===== config.mk =====
export PLATFORM = sky130hd
export DESIGN_NAME = hpp_div_step
export DESIGN_NICKNAME = d
export VERILOG_FILES = /design/src/rtl/core/homogeneous_point_projection_assert.svh /design/src/rtl/core/hpp_pkg.sv /design/src/rtl/core/hpp_div_step.sv
export SDC_FILE = /design/constraint.sdc
export NUM_CORES = 1
export LEC_CHECK = 0
export BUFFER_PORTS_ARGS = -buffer_cell sky130_fd_sc_hd__buf_2
export CORE_AREA = 3 3 286 288
export CTS_BUF_LIST = sky130_fd_sc_hd__clkbuf_8
export DETAILED_ROUTE_END_ITERATION = 10
export DIE_AREA = 0 0 289 291
export GPL_TIMING_DRIVEN = 0
export HOLD_SLACK_MARGIN = 0.03
export SETUP_SLACK_MARGIN = 0.1
export SLEW_MARGIN = 15
export SYNTH_ARGS = -nofsm -noshare
export SYNTH_HDL_FRONTEND = slang
export SYNTH_SLANG_ARGS = --single-unit
export TNS_END_PERCENT = 5

===== constraint.sdc =====
create_clock -name clk -period 0.8 [get_ports clk]
set_input_delay 0.04 -clock clk [delete_from_list [all_inputs] [get_ports clk]]
set_output_delay 0.04 -clock clk [all_outputs]
set_load 0.005 [all_outputs]

===== src/rtl/core/homogeneous_point_projection_assert.svh =====
// Assertion macros used by the RTL of the point projection block.
`ifndef HOMOGENEOUS_POINT_PROJECTION_ASSERT_SVH
`define HOMOGENEOUS_POINT_PROJECTION_ASSERT_SVH

`ifndef SYNTHESIS
// Check a property on every clock edge outside reset.
`define HPP_ASSERT(lbl, prop, msg) \
	lbl: assert property (@(posedge clk) disable iff (!arst_n) prop) else $error(msg);
// Check a property on every clock edge, reset included.
`define HPP_ASSERT_ALWAYS(lbl, prop, msg) \
	lbl: assert property (@(posedge clk) prop) else $error(msg);
`else
`define HPP_ASSERT(lbl, prop, msg)
`define HPP_ASSERT_ALWAYS(lbl, prop, msg)
`endif

`endif


===== src/rtl/core/hpp_pkg.sv =====
`timescale 1ns / 1ps
package hpp_pkg;

	localparam int FRAC_BITS = 16;
	localparam int CO_W      = 32;
	localparam int PROD_W    = 2 * CO_W;
	localparam int SUM_W     = PROD_W + 2;
	localparam int MAG_W     = SUM_W - 1;
	localparam int Q_W       = CO_W + 1;
	localparam int CMP_W     = MAG_W + Q_W;
	localparam int PROJ_N    = 12;
	localparam int MODEL_N   = 16;
	localparam int IDX_W     = 4;

	localparam logic [CO_W-1:0] ONE     = {{(CO_W-1){1'b0}}, 1'b1} << FRAC_BITS;
	localparam logic [CO_W-1:0] SAT_POS = {1'b0, {(CO_W-1){1'b1}}};
	localparam logic [CO_W-1:0] SAT_NEG = {1'b1, {(CO_W-1){1'b0}}};

	typedef enum logic [1:0] {
		OP_LOAD_PROJ  = 2'd0,
		OP_LOAD_MODEL = 2'd1,
		OP_PROJECT    = 2'd2,
		OP_TRANSFORM  = 2'd3
	} op_t;

	localparam logic [1:0] FAULT_OK       = 2'd0;
	localparam logic [1:0] FAULT_DIV_ZERO = 2'd1;
	localparam logic [1:0] FAULT_SAT      = 2'd2;

	localparam logic KIND_IMAGE = 1'b0;
	localparam logic KIND_MODEL = 1'b1;

	typedef struct packed {
		op_t                    operation;
		logic [IDX_W-1:0]       coeff_index;
		logic signed [CO_W-1:0] coeff_value;
		logic signed [CO_W-1:0] point_x;
		logic signed [CO_W-1:0] point_y;
		logic signed [CO_W-1:0] point_z;
	} item_t;

	typedef struct packed {
		logic                   result_kind;
		logic signed [CO_W-1:0] out_x;
		logic signed [CO_W-1:0] out_y;
		logic signed [CO_W-1:0] out_z;
		logic [1:0]             fault;
	} result_t;

	typedef struct packed {
		logic       kind;
		logic       dz;
		logic [2:0] neg;
		logic [2:0] ovf;
	} meta_t;

	typedef struct packed {
		logic [MAG_W-1:0]         den;
		logic [2:0][MAG_W-1:0]    rem;
		logic [2:0][Q_W-1:0]      nq;
		meta_t                    meta;
	} div_t;

endpackage


===== src/rtl/core/hpp_div_step.sv =====
`timescale 1ns / 1ps
module hpp_div_step import hpp_pkg::*; (
	input  logic clk,
	input  logic arst_n,
	input  logic en,
	input  logic in_vld,
	input  div_t din,
	output logic out_vld,
	output div_t dout
);

	div_t             nxt;
	logic [MAG_W:0]   rem2;
	logic             take;
	logic             vld_q;
	div_t             div_q;

	// One restoring step per lane: bring down the next dividend bit, trial subtract.
	always_comb begin
		nxt  = din;
		rem2 = '0;
		take = 1'b0;
		for (int l = 0; l < 3; l++) begin
			rem2 = {din.rem[l], din.nq[l][Q_W-1]};
			take = rem2 >= {1'b0, din.den};
			nxt.rem[l] = take ? MAG_W'(rem2 - {1'b0, din.den}) : rem2[MAG_W-1:0];
			nxt.nq[l]  = {din.nq[l][Q_W-2:0], take};
		end
	end

	always_ff @(posedge clk or negedge arst_n) begin
		if (!arst_n) begin
			vld_q <= 1'b0;
		end else if (en) begin
			vld_q <= in_vld;
		end
	end

	always_ff @(posedge clk) begin
		if (en) begin
			div_q <= nxt;
		end
	end

	assign out_vld = vld_q;
	assign dout    = div_q;

endmodule


# Word level (Yosys, flattened, before mapping)
# Index checks and enable logic that the tools add are counted.
[classes]
order_cmp = 3
reduce_logical = 0
n_mux = 3
n_eq_ne = 0
n_shift = 0
bitwise_logic = 0
div_mod_pow = 0
addsub = 3
n_mul = 0
[op_table]
columns = ["cell", "count"]
rows = [
  ["$ge 66x65->1", 3],
  ["$mux 65", 3],
  ["$sub 65x65->65", 3],
]
[totals]
input_bits = 371
elab_cells = 21
output_inout_bits = 368
memories = 0
latch_bits = 0
mem_bits_ro = 0
register_bits = 368
ramBits = 0

# Longest topological paths before layout
[logic_depth]
word_depth = 2
depth_mapped = 18
depth_no_buf = 15

# Worst setup path after synthesis
# Ideal clock, no wire load.
[synth_path]
kind = "in2reg"
from = "input din[40] in the netlist's numbering"
to = "register div_q (netlist bit dout[108]) (data pin)"
cell_stages = 16
path_buffers = 2
required_ns = 0.540
slack_ns = -2.305
arrival_ns = 2.845
setup_time_ns = 0.260
path_cell_list = "inv_1 -> ha_1 -> inv_1 -> fa_1 -> a21oi_2 -> o211ai_2 -> a221oi_4 -> a211oi_2 -> o2111ai_2 -> a21oi_1 -> a21oi_2 -> o221ai_2 -> a21o_1 -> buf_6 -> buf_6 -> mux2_4"
[synth_lines]
columns = ["item", "line_no", "source"]
rows = [
  ["start, declared", "hpp_div_step.sv:7", "input div_t din,"],
  ["end signal, assigned", "hpp_div_step.sv:41", "div_q <= nxt;"],
  ["end, declared", "hpp_div_step.sv:16", "div_t div_q;"],
]

==> impl_summary.md <==
Run status
The run finished, with violations left. The checks that failed: negative hold slack, negative setup slack.

Synthesis
The number of instances in the synthesized netlist is 2545. The number of nets in the synthesized netlist is 3114. Sorting the synthesized cells by area gives the leading types as edfxtp_1, ha_1, a21oi_1, xnor2_1, nor2_1. The mapped netlist covers 0.0255 mm2. For this run, the register share of the synthesized area comes to 43.3%. The register bit count reported by yosys is 368. The most repeated cell in the gate-level netlist after synthesis is edfxtp_1. The Yosys warning count is 0.

Yosys mapped a number of flops with a built-in enable equal to 367. The top cell type's share of synthesized area is 43.2%. The cell accounting for the most synthesized area is edfxtp_1.

Counting instances in the post-synthesis netlist gives the leading cell types as edfxtp_1, a21oi_1, nor2_1. The number of unique standard cell types used by synthesis is 97. The most used flip-flop cell after synthesis is edfxtp_1. The average footprint of a synthesized cell is 10.0 um2. The proportion of synthesized flip-flops having asynchronous set or reset is 0.272%.

Global routing
The pin count of the biggest net entering global routing is 100. The total overflow reported by the global router is 0. The overall fraction of global-route tracks in use is 26.7%. The number of global-route vias before repair is 25700.

The initial antenna violation count is 36. The global-route wire length before repair is 166000 um.

Die
In this run the count of I/O pins placed on the die edge is 739. The core region is 0.0791 mm2. The die is 289 um wide.

The starting density of the core is 32.2%. The total number of placement rows is 103. From bottom edge to top edge, the die measures 291 um. The die covers 0.0841 mm2.

Route
For this block, the via count after detailed routing is 25700. The wire length after detailed routing is 118000 um. The detailed-routing iteration count for the pre-antenna-repair pass is 5. The DRC marker count from the first detailed-route iteration is 1632. The count of nets left with antenna violations once routing finished came out at 0. After detailed routing, the number of remaining DRC violations is 0. In the routed layout, each cell is associated on average with a via count of 5.22.

The detail-routed net length per standard cell is 24.0 um.

Clocking
The clock slew at the register clock pins of the worst setup and hold paths is 60 ps. In this run, CTS created clock tree buffers numbering 71. The CTS H-tree depth is 3. The longest clock path from root to sink contains 3 buffers. CTS placed an instance of clkbuf_8 at the clock tree root. The clock sink count is 368. The clock reaches the later pin of the worst-skew pair after 650 ps. The CTS tree is done.

Layout
The number of inserted filler cells in the final layout is 7360. The fraction of final layout cells with drive strength greater than 1 is 35.0%. The synthesis-to-finish area growth is 52.0%. The net count of the finished layout is 4368.

STA
The hold slack is -431 ps. Setup repair after global routing could not meet its margin everywhere. The count of final hold-check violations is 72.

Static timing analysis puts the maximum clock frequency at 339 MHz. The total count of max-transition violations in the final report is 0. After layout, the worst setup slack is -2150 ps.

For the final routed database, the setup TNS stands at -580360 ps. The final setup violation count is 747. The worst clock skew is 0 ps.

The share of the clock period used by the worst path is 369%. The post-route minimum period is 2950 ps. The tightest slew margin relative to the limit is 57.4%. For the pin with the worst max-slew slack, the measured transition is 635 ps.

Worst hold path
The worst hold path terminates at dout[303]. The type of the worst min-delay path is in2reg. In this run the most critical hold path is launched from din[303]. Counting instances, the worst hold path has a depth of 1.

Critical path
The slowest stage of the critical path is the a221o_1 cell. The nature of the critical path endpoint is a flop. The worst register-to-register path ends at out_vld. The critical register-to-register path startpoint is out_vld. The largest fanout on the critical path is 5. Measured in cells, the most critical reg-to-reg path has a length of 1. The required time at the worst-slack endpoint is 1190 ps. The largest incremental delay on the critical path is 390 ps. The worst setup path is launched from an input port. In this run the register-to-register setup slack is 10 ps. The critical path in this run is classified as in2reg. STA puts the critical path data arrival time at 3340 ps. The signal on the critical path passes through buf_8, clkinvlp_4, buf_12, ha_1, nor2b_1, o31a_1, o31ai_1, a221o_1, o21ai_2, a21oi_4, o21ai_2, a21oi_4, o31ai_1, xor2_1, mux2_1.

Placement
Summed over all nets, the half-perimeter wirelength after detailed placement is 90600 um. The count of buffers added on input and output ports is 738. The congestion estimate from routability-driven global placement came to 0.952.

Power
The power density over the cells is 1800 mW/mm2. The leakage power of the design is 0.0166 uW. The worst vdd rail ir drop is 0.00159 V.

Job
The tool flagged a number of max-cap violations equal to 0.
[state kept, by name, indices dropped and copies added, names as in the netlist]
| name | cells |
|---|---|
| out_vld | 1 |
| dout | 367 |
[through the flow]
step | utilization, % | cells | setup slack, ps | cell area, um2 | power, uW
final | 49.0 | 4920 | -2150 | 38800 | 69800
after CTS | 47.5 | 4843 | -2110 | 37600 | 69400
after detailed placement | 38.8 | 4337 | -3900 | 30700 | 44700
after global placement | 38.6 | 4333 | -6570 | 30600 | 44900
after global routing | 49.0 | 4911 | -2200 | 38800 | 73300
after floorplan | - | 2545 | -2220 | 25600 | 36300
[per-layer routing]
layer | track usage [%] | share of wire [%] | wire length, um | vias up
met5 | 0 | 0.14 | 164 | -
met4 | 13.1 | 5.1 | 5960 | 24
met3 | 5.39 | 7.2 | 8460 | 258
met2 | 46.5 | 49 | 57800 | 1027
met1 | 31.3 | 39 | 45600 | 12400
li1 | - | - | - | 12000
[critical path, delay by kind of cell]
family,cells,cell delay (ps)
adder cells (fa/ha/maj),1,370
XOR/XNOR,1,130
buffers and inverters,3,350
AO/OA/AOI/OAI,8,1920
multiplexers,1,320
AND/OR/NAND/NOR,1,200
[layout make-up]
cell class	instances	area, um2	share of cell area [%]
Clock buffer	72	991	2.56
Antenna cell	21	52.6	0.136
Multi-Input combinational cell	1928	14800	38.2
Tap cell	1050	1310	3.39
Timing Repair Buffer	1195	8530	22.0
Inverter	135	572	1.47
Clock inverter	51	510	1.32
Buffer	100	947	2.44
Sequential cell	368	11000	28.5
[layout by cell type (no fill, tap or decap), drive strengths merged, types with 29 or more instances in the layout]
master and instances:
a21o 99, a21oi 366, a31oi 29, buf 902, clkbuf 108, dlygate4sd3 356, edfxtp 367, ha 195
inv 142, mux2 54, nand2 139, nand3 47, nand4 67, nor2 255, nor3 31, o21ai 141
o21bai 46, xnor2 110, xor2 68
[cell families after synthesis]
group,share of synthesized area (%)
adders and majority gates,9.80
muxes,2.82
DFF,43.3
and+or+nand+nor,12.0
buffers and inverters,4.35
xor gates and xnor gates,6.11
AOI/OAI and AO/OA,21.6
[worst max path at each step]
stage	from	slack (ps)	cells after the start	end
after floorplan	din[73]	-2220	15	dout[220]
after global placement	en	-6570	2	out_vld
after detailed placement	din[334]	-3900	16	dout[117]
after CTS	din[40]	-2110	19	dout[135]
after global routing	din[307]	-2200	16	dout[231]
final	din[303]	-2150	15	dout[231]
[repair_timing]
action,in CTS,in global routing
gates resized for setup,333,153
endpoints found under the hold margin,464,102
hold buffers,326,31
cloned,7,0
pin swaps,62,56
buffers inserted,58,33
endpoints found under the setup margin,810,805
[report_power, final]
group / total [uW] / leakage (uW) / switching [uW] / internal (uW)
sequential: 25000 / 0.00361 / 770 / 24300
clock: 20700 / 0.000807 / 9230 / 11500
combinational: 24100 / 0.0121 / 13200 / 10800
total: 69800 / 0.0166 / 23200 / 46600
(Power assumes the default switching activity.)
